===== src/rtl/cda_pkg.sv =====
// Package for the calendar date adder: command and result words, field widths,
// command, status and register codes. No dependencies.
`default_nettype none

package cda_pkg;

  localparam int unsigned DAY_W     = 5;
  localparam int unsigned MONTH_W   = 4;
  localparam int unsigned YEAR_W    = 12;
  localparam int unsigned AMT_W     = 16;
  localparam int unsigned CMD_W     = 2;
  localparam int unsigned STAT_W    = 2;
  localparam int unsigned CFG_IDX_W = 2;

  localparam logic [CMD_W-1:0] CMD_LOAD       = 2'd0;
  localparam logic [CMD_W-1:0] CMD_ADD_DAYS   = 2'd1;
  localparam logic [CMD_W-1:0] CMD_ADD_MONTHS = 2'd2;

  localparam logic [STAT_W-1:0] STAT_OK       = 2'd0;
  localparam logic [STAT_W-1:0] STAT_INVALID  = 2'd1;
  localparam logic [STAT_W-1:0] STAT_NO_DATE  = 2'd2;
  localparam logic [STAT_W-1:0] STAT_OVERFLOW = 2'd3;

  localparam logic [CFG_IDX_W-1:0] CFG_MIN_YEAR = 2'd0;
  localparam logic [CFG_IDX_W-1:0] CFG_MAX_YEAR = 2'd1;

  localparam logic [YEAR_W-1:0]  YEAR_TOP        = 12'd4095;
  localparam logic [YEAR_W-1:0]  MIN_YEAR_RST    = 12'd1900;
  localparam logic [YEAR_W-1:0]  MAX_YEAR_RST    = 12'd2100;
  localparam logic [MONTH_W-1:0] MONTHS_PER_YEAR = 4'd12;
  localparam logic [MONTH_W-1:0] MONTH_FEB       = 4'd2;

  typedef struct packed {
    logic [CMD_W-1:0]   command;
    logic [DAY_W-1:0]   load_day;
    logic [MONTH_W-1:0] load_month;
    logic [YEAR_W-1:0]  load_year;
    logic [AMT_W-1:0]   amount;
  } cmd_word_t;

  typedef struct packed {
    logic [STAT_W-1:0]  status;
    logic [DAY_W-1:0]   cur_day;
    logic [MONTH_W-1:0] cur_month;
    logic [YEAR_W-1:0]  cur_year;
    logic               date_held;
  } result_word_t;

endpackage

`default_nettype wire


===== src/rtl/cda_month_len.sv =====
// Month length unit: days in a month of a given Gregorian year, leap years included.
// Uses cda_pkg for field widths.
`default_nettype none

module cda_month_len
  import cda_pkg::*;
(
  input  logic [MONTH_W-1:0] month_i,
  input  logic [YEAR_W-1:0]  year_i,
  output logic [DAY_W-1:0]   len_o
);

  // 41 is the inverse of 25 mod 1024: x*41 mod 1024 <= 40 iff 25 divides x
  localparam logic [YEAR_W-3:0] Inv25   = 10'd41;
  localparam logic [YEAR_W-3:0] Div25Lim = 10'd40;

  logic [YEAR_W-3:0] quarter;
  logic [YEAR_W-3:0] prod;
  logic              div25;
  logic              leap;

  assign quarter = year_i[YEAR_W-1:2];
  assign prod    = quarter * Inv25;
  assign div25   = (prod <= Div25Lim);
  // divisible by 4; a century only when also divisible by 400 (year mod 16 == 0)
  assign leap    = (year_i[1:0] == 2'b00) && (!div25 || (year_i[3:0] == 4'h0));

  always_comb begin
    unique case (month_i)
      MONTH_FEB:                   len_o = leap ? 5'd29 : 5'd28;
      4'd4, 4'd6, 4'd9, 4'd11:     len_o = 5'd30;
      default:                     len_o = 5'd31;
    endcase
  end

endmodule

`default_nettype wire


===== src/rtl/calendar_date_adder.sv =====
// Calendar date adder: one held Gregorian date with load, add days, add months.
// Steps from accept to the done strobe: load S_LOAD, S_FIN; add on an empty register or
// unused command S_FIN; add days S_DAYS, one month per pass of the month length unit,
// then S_FIN; add months S_DIV, S_DREM, S_MYEAR, S_MFIN, S_FIN (no S_MFIN on overflow).
// busy_o drops in the done cycle, so the next word may be accepted then; one at a time.
// Reset clears the held date and sets the year limits to 1900 and 2100.
`default_nettype none

module calendar_date_adder
  import cda_pkg::*;
#(
  parameter int unsigned AMOUNT_BITS = 16
) (
  input  logic                 clk_i,
  input  logic                 rst_ni,
  input  logic                 start_i,
  output logic                 busy_o,
  input  cmd_word_t            cmd_i,
  output logic                 done_o,
  output result_word_t         result_o,
  input  logic                 cfg_valid_i,
  output logic                 cfg_ready_o,
  input  logic [CFG_IDX_W-1:0] cfg_index_i,
  input  logic [YEAR_W-1:0]    cfg_data_i
);

  localparam int unsigned EffBits = (AMOUNT_BITS < AMT_W) ? AMOUNT_BITS : AMT_W;
  localparam int unsigned DivW    = EffBits + 1;
  localparam int unsigned QpW     = DivW + 14;
  localparam int unsigned YsumW   = ((DivW > YEAR_W) ? DivW : YEAR_W) + 1;
  localparam logic [15:0] Recip3  = 16'hAAAB;

  localparam logic [2:0] S_IDLE  = 3'd0;
  localparam logic [2:0] S_LOAD  = 3'd1;
  localparam logic [2:0] S_DAYS  = 3'd2;
  localparam logic [2:0] S_DIV   = 3'd3;
  localparam logic [2:0] S_MYEAR = 3'd4;
  localparam logic [2:0] S_MFIN  = 3'd5;
  localparam logic [2:0] S_FIN   = 3'd6;
  localparam logic [2:0] S_DREM  = 3'd7;

  logic [2:0]          state_q, state_d;
  logic [YEAR_W-1:0]   min_year_q, max_year_q;
  logic                held_valid_q, held_valid_d;
  logic [DAY_W-1:0]    held_day_q, held_day_d;
  logic [MONTH_W-1:0]  held_month_q, held_month_d;
  logic [YEAR_W-1:0]   held_year_q, held_year_d;
  logic [STAT_W-1:0]   st_q, st_d;
  logic [DAY_W-1:0]    ld_day_q, ld_day_d;
  logic [MONTH_W-1:0]  ld_month_q, ld_month_d;
  logic [YEAR_W-1:0]   ld_year_q, ld_year_d;
  logic [DivW-1:0]     acc_q, acc_d;
  logic [DivW-1:0]     div_q, div_d;
  logic [MONTH_W-1:0]  rem_q, rem_d;
  logic [MONTH_W-1:0]  wm_q, wm_d;
  logic [YEAR_W-1:0]   wy_q, wy_d;
  logic                done_q, done_d;
  result_word_t        result_q, result_d;

  logic [MONTH_W-1:0]  ml_month;
  logic [YEAR_W-1:0]   ml_year;
  logic [DAY_W-1:0]    ml_len;
  logic [DivW-1:0]     amt_eff;
  logic                ld_ok;
  logic [QpW-1:0]      qprod;
  logic [DivW-1:0]     quot;
  logic [DivW-1:0]     rem_full;
  logic [YsumW-1:0]    ysum;

  // shared month length unit: load check, day walk, final clamp
  assign ml_month = (state_q == S_LOAD) ? ld_month_q : wm_q;
  assign ml_year  = (state_q == S_LOAD) ? ld_year_q  : wy_q;

  cda_month_len u_month_len (
    .month_i (ml_month),
    .year_i  (ml_year),
    .len_o   (ml_len)
  );

  assign amt_eff = DivW'(cmd_i.amount[EffBits-1:0]);

  assign ld_ok = (ld_year_q >= min_year_q) && (ld_year_q <= max_year_q) &&
                 (ld_month_q != '0) && (ld_month_q <= MONTHS_PER_YEAR) &&
                 (ld_day_q != '0) && (ld_day_q <= ml_len);

  // divide by 12: drop two bits, then multiply by the reciprocal of 3 (exact below 2^17)
  assign qprod    = QpW'(div_q[DivW-1:2]) * QpW'(Recip3);
  assign quot     = DivW'(qprod[QpW-1:17]);
  assign rem_full = div_q - {acc_q[DivW-4:0], 3'b000} - {acc_q[DivW-3:0], 2'b00};
  assign ysum     = YsumW'(held_year_q) + YsumW'(acc_q);

  assign busy_o      = (state_q != S_IDLE);
  assign cfg_ready_o = 1'b1;
  assign done_o      = done_q;
  assign result_o    = result_q;

  always_comb begin
    state_d      = state_q;
    held_valid_d = held_valid_q;
    held_day_d   = held_day_q;
    held_month_d = held_month_q;
    held_year_d  = held_year_q;
    st_d         = st_q;
    ld_day_d     = ld_day_q;
    ld_month_d   = ld_month_q;
    ld_year_d    = ld_year_q;
    acc_d        = acc_q;
    div_d        = div_q;
    rem_d        = rem_q;
    wm_d         = wm_q;
    wy_d         = wy_q;
    done_d       = 1'b0;
    result_d     = result_q;

    unique case (state_q)
      S_IDLE: begin
        if (start_i) begin
          ld_day_d   = cmd_i.load_day;
          ld_month_d = cmd_i.load_month;
          ld_year_d  = cmd_i.load_year;
          acc_d      = DivW'(held_day_q) + amt_eff;
          div_d      = DivW'(held_month_q - 4'd1) + amt_eff;
          rem_d      = '0;
          wm_d       = held_month_q;
          wy_d       = held_year_q;
          st_d       = STAT_OK;
          priority if (cmd_i.command == CMD_LOAD) begin
            state_d = S_LOAD;
          end else if ((cmd_i.command == CMD_ADD_DAYS || cmd_i.command == CMD_ADD_MONTHS)
                       && !held_valid_q) begin
            st_d    = STAT_NO_DATE;
            state_d = S_FIN;
          end else if (cmd_i.command == CMD_ADD_DAYS) begin
            state_d = S_DAYS;
          end else if (cmd_i.command == CMD_ADD_MONTHS) begin
            state_d = S_DIV;
          end else begin
            state_d = S_FIN;
          end
        end
      end
      S_LOAD: begin
        if (ld_ok) begin
          held_valid_d = 1'b1;
          held_day_d   = ld_day_q;
          held_month_d = ld_month_q;
          held_year_d  = ld_year_q;
        end else begin
          st_d = STAT_INVALID;
        end
        state_d = S_FIN;
      end
      S_DAYS: begin
        if (acc_q > DivW'(ml_len)) begin
          acc_d = acc_q - DivW'(ml_len);
          if (wm_q == MONTHS_PER_YEAR) begin
            wm_d = 4'd1;
            if (wy_q == YEAR_TOP) begin
              st_d    = STAT_OVERFLOW;
              state_d = S_FIN;
            end else begin
              wy_d = wy_q + 12'd1;
            end
          end else begin
            wm_d = wm_q + 4'd1;
          end
        end else begin
          held_day_d   = acc_q[DAY_W-1:0];
          held_month_d = wm_q;
          held_year_d  = wy_q;
          state_d      = S_FIN;
        end
      end
      S_DIV: begin
        acc_d   = quot;
        state_d = S_DREM;
      end
      S_DREM: begin
        rem_d   = rem_full[MONTH_W-1:0];
        state_d = S_MYEAR;
      end
      S_MYEAR: begin
        if (ysum > YsumW'(YEAR_TOP)) begin
          st_d    = STAT_OVERFLOW;
          state_d = S_FIN;
        end else begin
          wy_d    = ysum[YEAR_W-1:0];
          wm_d    = rem_q + 4'd1;
          state_d = S_MFIN;
        end
      end
      S_MFIN: begin
        held_month_d = wm_q;
        held_year_d  = wy_q;
        if (held_day_q > ml_len) begin
          held_day_d = ml_len;
        end
        state_d = S_FIN;
      end
      S_FIN: begin
        done_d             = 1'b1;
        result_d.status    = st_q;
        result_d.date_held = held_valid_q;
        if (held_valid_q) begin
          result_d.cur_day   = held_day_q;
          result_d.cur_month = held_month_q;
          result_d.cur_year  = held_year_q;
        end else begin
          result_d.cur_day   = '0;
          result_d.cur_month = '0;
          result_d.cur_year  = '0;
        end
        state_d = S_IDLE;
      end
      default: begin
        state_d = S_IDLE;
      end
    endcase
  end

  always_ff @(posedge clk_i or negedge rst_ni) begin
    if (!rst_ni) begin
      state_q      <= S_IDLE;
      min_year_q   <= MIN_YEAR_RST;
      max_year_q   <= MAX_YEAR_RST;
      held_valid_q <= 1'b0;
      held_day_q   <= '0;
      held_month_q <= '0;
      held_year_q  <= '0;
      done_q       <= 1'b0;
    end else begin
      state_q      <= state_d;
      held_valid_q <= held_valid_d;
      held_day_q   <= held_day_d;
      held_month_q <= held_month_d;
      held_year_q  <= held_year_d;
      done_q       <= done_d;
      if (cfg_valid_i && cfg_ready_o) begin
        if (cfg_index_i == CFG_MIN_YEAR) begin
          min_year_q <= cfg_data_i;
        end
        if (cfg_index_i == CFG_MAX_YEAR) begin
          max_year_q <= cfg_data_i;
        end
      end
    end
  end

  always_ff @(posedge clk_i) begin
    st_q       <= st_d;
    ld_day_q   <= ld_day_d;
    ld_month_q <= ld_month_d;
    ld_year_q  <= ld_year_d;
    acc_q      <= acc_d;
    div_q      <= div_d;
    rem_q      <= rem_d;
    wm_q       <= wm_d;
    wy_q       <= wy_d;
    result_q   <= result_d;
  end

`ifndef NO_ASSERTIONS
  a_done_idle: assert property (@(posedge clk_i) disable iff (!rst_ni)
    done_o |-> !busy_o)
    else $error("result strobe while sequencer busy");

  a_start_busy: assert property (@(posedge clk_i) disable iff (!rst_ni)
    (start_i && !busy_o) |=> busy_o)
    else $error("accepted word did not start sequencer");

  a_held_sticky: assert property (@(posedge clk_i) disable iff (!rst_ni)
    !$fell(held_valid_q))
    else $error("held date lost");

  a_held_month: assert property (@(posedge clk_i) disable iff (!rst_ni)
    held_valid_q |-> (held_month_q != '0 && held_month_q <= MONTHS_PER_YEAR))
    else $error("held month out of range");
`endif

endmodule

`default_nettype wire

===== config.mk =====
export PLATFORM = sky130hd
export DESIGN_NAME = calendar_date_adder
export DESIGN_NICKNAME = d
export VERILOG_FILES = /design/src/rtl/cda_pkg.sv /design/src/rtl/cda_month_len.sv /design/src/rtl/calendar_date_adder.sv
export SDC_FILE = /design/constraint.sdc
export NUM_CORES = 1
export LEC_CHECK = 0
export BUFFER_PORTS_ARGS = -buffer_cell sky130_fd_sc_hd__buf_4
export CORE_MARGIN = 2
export CORE_UTILIZATION = 57
export DETAILED_ROUTE_END_ITERATION = 7
export PLACE_DENSITY_LB_ADDON = 0.2
export SYNTH_ARGS = -nofsm -noshare
export SYNTH_HDL_FRONTEND = slang
export SYNTH_SLANG_ARGS = --single-unit
export TNS_END_PERCENT = 100

===== constraint.sdc =====
create_clock -name clk_i -period 6.7 [get_ports clk_i]
set_input_delay 1.005 -clock clk_i [delete_from_list [all_inputs] [get_ports clk_i]]
set_output_delay 1.005 -clock clk_i [all_outputs]
set_load 0.05 [all_outputs]

==> impl_metrics.tcl, run 1 <==
set metrics [dict create \
    rsz0062_at_grt "false" \
    layout_common_cells "ha_1, inv_1, edfxtp_1, buf_4, nand2_1" \
    yosysWarnings 0 \
    grt.total_usage_pct 26.0 \
    r2r_end "wy_q[10]" \
    ys_ff_latch 151 \
    end_kind "flip-flop" \
    status "complete, no violations" \
    die_h_um 156 \
    max_freq_ghz 0.159 \
    die-area_um2 24500 \
    synth_edf_count 101 \
    critical_path_arrival_ns 6.38 \
    area_growth_pct 12.0 \
    fin_crit_ns 6.28 \
    first_global_vias 9759 \
    critPathRequiredTime_ns 6.80 \
    multi_input_area_um2 8250 \
    grt_max_degree 51 \
    drt_wl_total_um 30100 \
    cts_tree "done" \
    post-route-drc-count 0 \
    setup-tns-final_ns 0 \
    root_buffer "clkbuf_16" \
    wire_per_inst_um 18.2 \
    vias 9657 \
    fp-row-count 55 \
    cts_buffer_depth 2 \
    reg2reg_setup_slack_ns 0.42 \
    r2r-start "state_q[1]" \
    clk_pin_slew_ns 0.07 \
    nets 1672 \
    grt_pass1_wl_um 49400 \
    ctsHoldBuffers 0 \
    hold_violations 0 \
    dpl.hpwl_um 23900 \
    ff_latch_area_um2 4300 \
    synth_mux_area_share_pct 4.72 \
    cp-start-kind "flip-flop" \
    syn-num-nets 1583 \
    portBuffers 82 \
    rr_worst_depth 25 \
    worst_hold_path_type "reg2reg" \
    cts-htree-levels 4 \
    cts_setup_buffers 0 \
    maxCapViolations 0 \
    synth.avg_cell_area_um2 10.5 \
    gr-total-overflow 0 \
    drtPass1Iterations 6 \
    synthSimpleGateAreaFrac_pct 10.2 \
    clock-sinks 151 \
    synth.distinct_cells 73 \
    gp_congestion 0.948 \
    viasPerCell 5.84 \
    core_um2 22700 \
    synth_flop_cell "edfxtp_1" \
    syn_inst 1266 \
    synth_fa_ha_area_share_pct 28.6 \
    fillers 1826 \
    cp-endpoint "wy_q[10]" \
    setup_viol 0 \
    ys_seq_area_share_pct 32.4 \
    antenna_found_initial 0 \
    synth_compound_area_share_pct 12.1 \
    synth_top_family_by_area "adder cells" \
    numCtsBuffers 17 \
    dpl-instance-area_um2 14200 \
    diodes 0 \
    finalMaxSlewViolations 0 \
    hold_ws_ns 0.425 \
    synth_area_um2 13200 \
    final_cell_area_um2 14800 \
    slew_headroom_pct 28.2 \
    start_util_pct 58.3 \
    ant_nets 0 \
    post_cts_resized 0 \
    fin_skew_ns 0.0124 \
    drive_gt1_share_pct 14.6 \
    pin_count 84 \
    clk-insertion-delay-late_ns 0.43 \
    async_flop_share_pct 33.1 \
    final_common_cell "ha_1" \
    path_class "reg2reg" \
    crit_fanout 12 \
    drt-initial-drc-count 685 \
    die_w_um 156 \
    worst_slew_pin_slew_ns 1.07 \
    synth_xor_area_share_pct 6.41 \
    startpoint "state_q[1]" \
    period_share_pct 93.7 \
]
-- layer usage --
metal / part of all wire (%) / wire length, um / global-route usage (%) / up-vias
li1: - / - / - / 4651
met1: 47 / 14200 / 36.6 / 4649
met2: 44 / 13200 / 40.4 / 301
met3: 6.9 / 2080 / 5.84 / 56
met4: 2.0 / 597 / 7.34 / 0
met5: 0 / 0 / 0 / -
-- synth_stat cells, types with 8 or more instances --
library cell	count	area share [%]
nand2_1	73	2.1
inv_1	163	4.6
mux2_2	41	3.5
xnor2_1	58	3.8
dfstp_2	11	2.2
nand2b_1	10	0.47
edfxtp_1	101	23
nor2b_1	10	0.47
nand4_1	13	0.61
a22oi_1	9	0.51
dfrtp_1	39	7.4
fa_1	71	11
a21o_1	33	1.9
o21ai_0	58	2.2
xor2_1	39	2.6
clkbuf_1	19	0.54
and3_1	8	0.38
ha_1	189	18
and2_1	25	1.2
nor2_1	53	1.5
a21oi_1	55	2.1
o21bai_1	10	0.57
mux2i_1	15	1.1
o221ai_1	9	0.59
nor3_1	24	0.91
nand3_1	25	0.94
-- state kept, by name, summed over array words and instances, names as in the netlist, 3 cells and up --
name and flops:
acc_q 17, div_q 17, held_day_q 5, held_month_q 4
held_year_q 12, ld_day_q 5, ld_month_q 4, ld_year_q 12
max_year_q 12, min_year_q 12, rem_q 4, result_o 24
state_q 3, wm_q 4, wy_q 12
-- logic make-up (layout without fill, tap and decap cells) --
group | count (synthesis) | in the layout
compound gates | 241 | 241
xor+xnor | 97 | 97
fa+ha+maj | 260 | 260
buf+inv | 189 | 291
flops | 151 | 151
mux | 57 | 57
other cells | 1 | 1
simple gates | 270 | 270
-- per-stage QoR --
stage	setup WS [ns]	cells	utilization, %
global placement	0.698	1621	62.7
CTS	0.418	1653	65.3
floorplan	0.329	1266	-
detailed placement	0.495	1621	62.7
global route	0.0672	1653	65.3
finish	0.423	1653	65.3
-- cell type report --
class / count / area share (%)
clock inverters: 12 / 0.810
multi-input cells: 926 / 55.6
repair buffers: 96 / 4.86
flip-flops and latches: 151 / 29.0
clock buffers: 20 / 3.22
well taps: 285 / 2.40
inverters: 163 / 4.12
-- worst max-delay path, stage by stage (launching register included) --
cell and delay [ns]:
dfrtp_1 0.40, nor3b_2 0.61, mux2i_1 0.51, xnor2_1 0.17, fa_1 0.54, inv_1 0.04
ha_1 0.29, inv_1 0.06, fa_1 0.45, inv_1 0.08, a21o_1 0.11, a21oi_1 0.07
xnor2_1 0.19, nor4b_2 0.06, a221oi_1 0.42, ha_1 0.24, inv_1 0.06, a21o_1 0.16
nand4_1 0.16, a21oi_1 0.07, nor3_1 0.17, buf_4 0.18, nor2_1 0.05, a211oi_1 0.23
nor2_1 0.08, a311o_1 0.54
-- worst min-delay path by stage --
stage,startpoint,endpoint,cells past startpoint
3_5_place_dp,st_q[1],result_o[23],0
3_3_place_gp,st_q[0],result_o[22],0
5_1_grt,st_q[0],result_o[22],0
6_report,st_q[1],result_o[23],0
4_1_cts,st_q[1],result_o[23],0
2_1_floorplan,st_q[0],result_o[22],0
Power of run 1 is left out: the tool's default activity adds up to more than one toggle a clock period on the data nets, which glitch-free logic cannot reach.
==> inputs of run 2 (changes only) <==
Settings changed: ABC_AREA set to 1.
Clock period 6.7 ns to 5.7 ns, I/O delays scaled along.
==> run 2 against run 1 <==
- synthesized cell count up 35%
- register-to-register slack lost 0.22 ns
- worst setup slack got worse by 0.22 ns
- worst hold slack hardly changed
- design area rose by 7.0%
- die area rose by 6.0%
- largest cell class unchanged
- routed wire length up 24%
- final cell count grew 30%
- maximum frequency increased by 14%
- count of clock-buffer cells in the layout stayed put
==> impl_metrics.tcl, run 2 <==
set metrics [dict create \
    status "complete, no violations" \
    post-route-drc-count 0 \
    r2r_end "acc_q[0]" \
    end_kind "flip-flop" \
    die-area_um2 25900 \
    yosysWarnings 0 \
    grt_max_degree 51 \
    grt_pass1_wl_um 59700 \
    setup-tns-final_ns 0 \
    cts_buffer_depth 2 \
    final_util_pct 65.5 \
    period_share_pct 96.5 \
    numCtsBuffers 17 \
    final_cell_area_um2 15900 \
    die_h_um 161 \
    largest_reg_flops 24 \
    power.switching_mw 0.652 \
    startpoint "div_q[2]" \
    crit_fanout 4 \
    p_leak_nw 7.76 \
    critical_path_arrival_ns 5.67 \
    synth_commonest_cells "nand2_1, inv_1, ha_1" \
    ys_seq_area_share_pct 30.6 \
    area_growth_pct 12.9 \
    power.total_mw 2.57 \
    core_um2 24200 \
    synth.avg_cell_area_um2 8.21 \
    fp-row-count 57 \
    first_global_vias 11478 \
    drt-initial-drc-count 886 \
    grt.total_usage_pct 29.4 \
    vias 12161 \
    dp.cells 2112 \
    drtPass1Iterations 6 \
    worst_slew_pin_slew_ns 1.13 \
    yosys.area.top_type_share_pct 21.6 \
    synth_most_common_cell "nand2_1" \
    cp-endpoint "acc_q[0]" \
    wire_per_inst_um 17.3 \
    hold_violations 0 \
    fin_ws_ns 0.198 \
    fin_skew_ns 0.0123 \
    ctsHoldBuffers 0 \
    path_cells "ha_1 -> fa_2 -> inv_1 -> fa_1 -> inv_1 -> fa_1 -> fa_1 -> fa_1 -> ha_1 -> a21oi_2 -> o21ai_0 -> a21oi_1 -> inv_1 -> a21oi_1 -> xor2_1 -> o221ai_1" \
    viasPerCell 5.64 \
    fin_cells 2155 \
    path_class "reg2reg" \
    fin_crit_ns 5.50 \
    die_w_um 161 \
    p_comb_share_pct 7.8 \
    diodes 0 \
    clk-insertion-delay-late_ns 0.44 \
    antenna_found_initial 0 \
    dpl-instance-area_um2 15100 \
    synth_edf_count 101 \
    reg2reg_setup_slack_ns 0.20 \
    async_flop_share_pct 33.1 \
    fillers 2093 \
    p_int_mw 1.92 \
    syn-num-nets 2030 \
    gp_congestion 0.951 \
    ant_nets 0 \
    p_clk_share_pct 44.9 \
    pin_count 84 \
    crit_family "adder cells" \
    drive_gt1_share_pct 10.9 \
    worst_hold_path_type "in2async" \
    cpMaxStageDelayCell "fa_2" \
    ys_ff_latch 151 \
    dpl.hpwl_um 30200 \
    seq_power_share_pct 47.3 \
    slew_headroom_pct 24.8 \
    syn_inst 1713 \
    ff_latch_area_um2 4300 \
    critPathBufInv 3 \
    worst_path_most_repeated_cell "fa_1" \
    synth_area_um2 14100 \
    multi_input_area_um2 8580 \
    drt_wl_total_um 37400 \
    final_common_cell "nand2_1" \
    gr-total-overflow 0 \
    synth_area_leaders "edfxtp_1, ha_1, fa_1, nand2_1, inv_1" \
    clk_pin_slew_ns 0.07 \
    clock-sinks 151 \
    swShare_pct 25.3 \
    critPathRequiredTime_ns 5.86 \
    cpPeakStageDelay_ns 0.61 \
    cts-htree-levels 4 \
    finalMaxSlewViolations 0 \
    maxCapViolations 0 \
    setup_viol 0 \
    rr_worst_depth 16 \
    power-per-cell-area_nw_per_um2 162 \
    layout_common_cells "nand2_1, inv_1, ha_1, o21ai_0, buf_4" \
    cp-start-kind "flip-flop" \
    r2r-start "div_q[2]" \
    portBuffers 82 \
    cts_tree "done" \
    place_ws_ns 0.0593 \
    start_util_pct 58.0 \
    vdd_drop_max_v 0.000167 \
    nets 2135 \
    hold_ws_ns 0.425 \
    root_buffer "clkbuf_16" \
    max_freq_ghz 0.182 \
    synth_area_leader_cell "edfxtp_1" \
    synth_flop_cell "edfxtp_1" \
    synth.distinct_cells 55 \
    cp.depth 16 \
]
-- run 2: cell count changes in the layout (fill, tap and decap cells not counted), moves of 14 or more --
cell,before,now
mux2_2,41,0
buf_4,96,110
a21o_1,33,6
xnor2_1,58,13
inv_1,163,301
a21oi_1,55,104
nand2_1,73,343
xor2_1,39,24
nand3_1,25,94
o21ai_0,58,145
mux2i_1,15,0
nor2_1,53,101
and2_1,25,1
-- run 2: cell families after synthesis --
group	after synthesis	synth area share (%)
AND/OR/NAND/NOR	617	18.7
adder cells (fa/ha/maj)	260	26.9
other	1	0.0267
AO/OA/AOI/OAI	317	12.5
buffers and inverters	330	9.01
flip-flops	151	30.6
XOR/XNOR	37	2.30
-- run 2: layout make-up --
| class | instances | area share, % |
|---|---|---|
| Tap cell | 324 | 2.55 |
| Clock inverter | 12 | 0.773 |
| Sequential cell | 151 | 27.1 |
| Inverter | 305 | 7.21 |
| Multi-Input combinational cell | 1232 | 54.1 |
| Timing Repair Buffer | 111 | 5.27 |
| Clock buffer | 20 | 3.02 |
-- run 2: power by group through the flow --
stage	Sequential [mW]	Clock, mW	Combinational (mW)
after floorplan	1.23	0	0.123
after global placement	1.24	0	0.193
after detailed placement	1.24	0	0.199
after CTS	1.22	1.16	0.201
after global routing	1.22	1.20	0.230
final	1.22	1.16	0.201
-- run 2: per-layer routing --
layer	GRT usage [%]	share of wire, %
met1	45.1	48
met2	42.3	41
met3	6.32	9.5
met4	7.51	1.8
met5	0	0
-- run 2: worst min-delay path by stage --
stage                           endpoint  slack (ns)
after detailed placement    result_o[22]        0.41
after global routing        result_o[22]        0.43
after floorplan             result_o[22]        0.40
after global placement      result_o[23]        0.40
final                     held_year_q[7]        0.43
after CTS                   result_o[22]        0.42
-- run 2: timing repair --
item,CTS,global route
setup endpoints to repair,0,70
resized for setup,0,22
setup buffers,0,11
-- run 2: worst reg2reg max path: stages (launching register included) --
cell and delay [ns]:
edfxtp_1 0.50, ha_1 0.43, fa_2 0.61, inv_1 0.09, fa_1 0.48, inv_1 0.08, fa_1 0.40, fa_1 0.50
fa_1 0.49, ha_1 0.37, a21oi_2 0.20, o21ai_0 0.14, a21oi_1 0.17, inv_1 0.07, a21oi_1 0.27, xor2_1 0.30
o221ai_1 0.14
No activity file was read; power rests on OpenSTA's default activity.
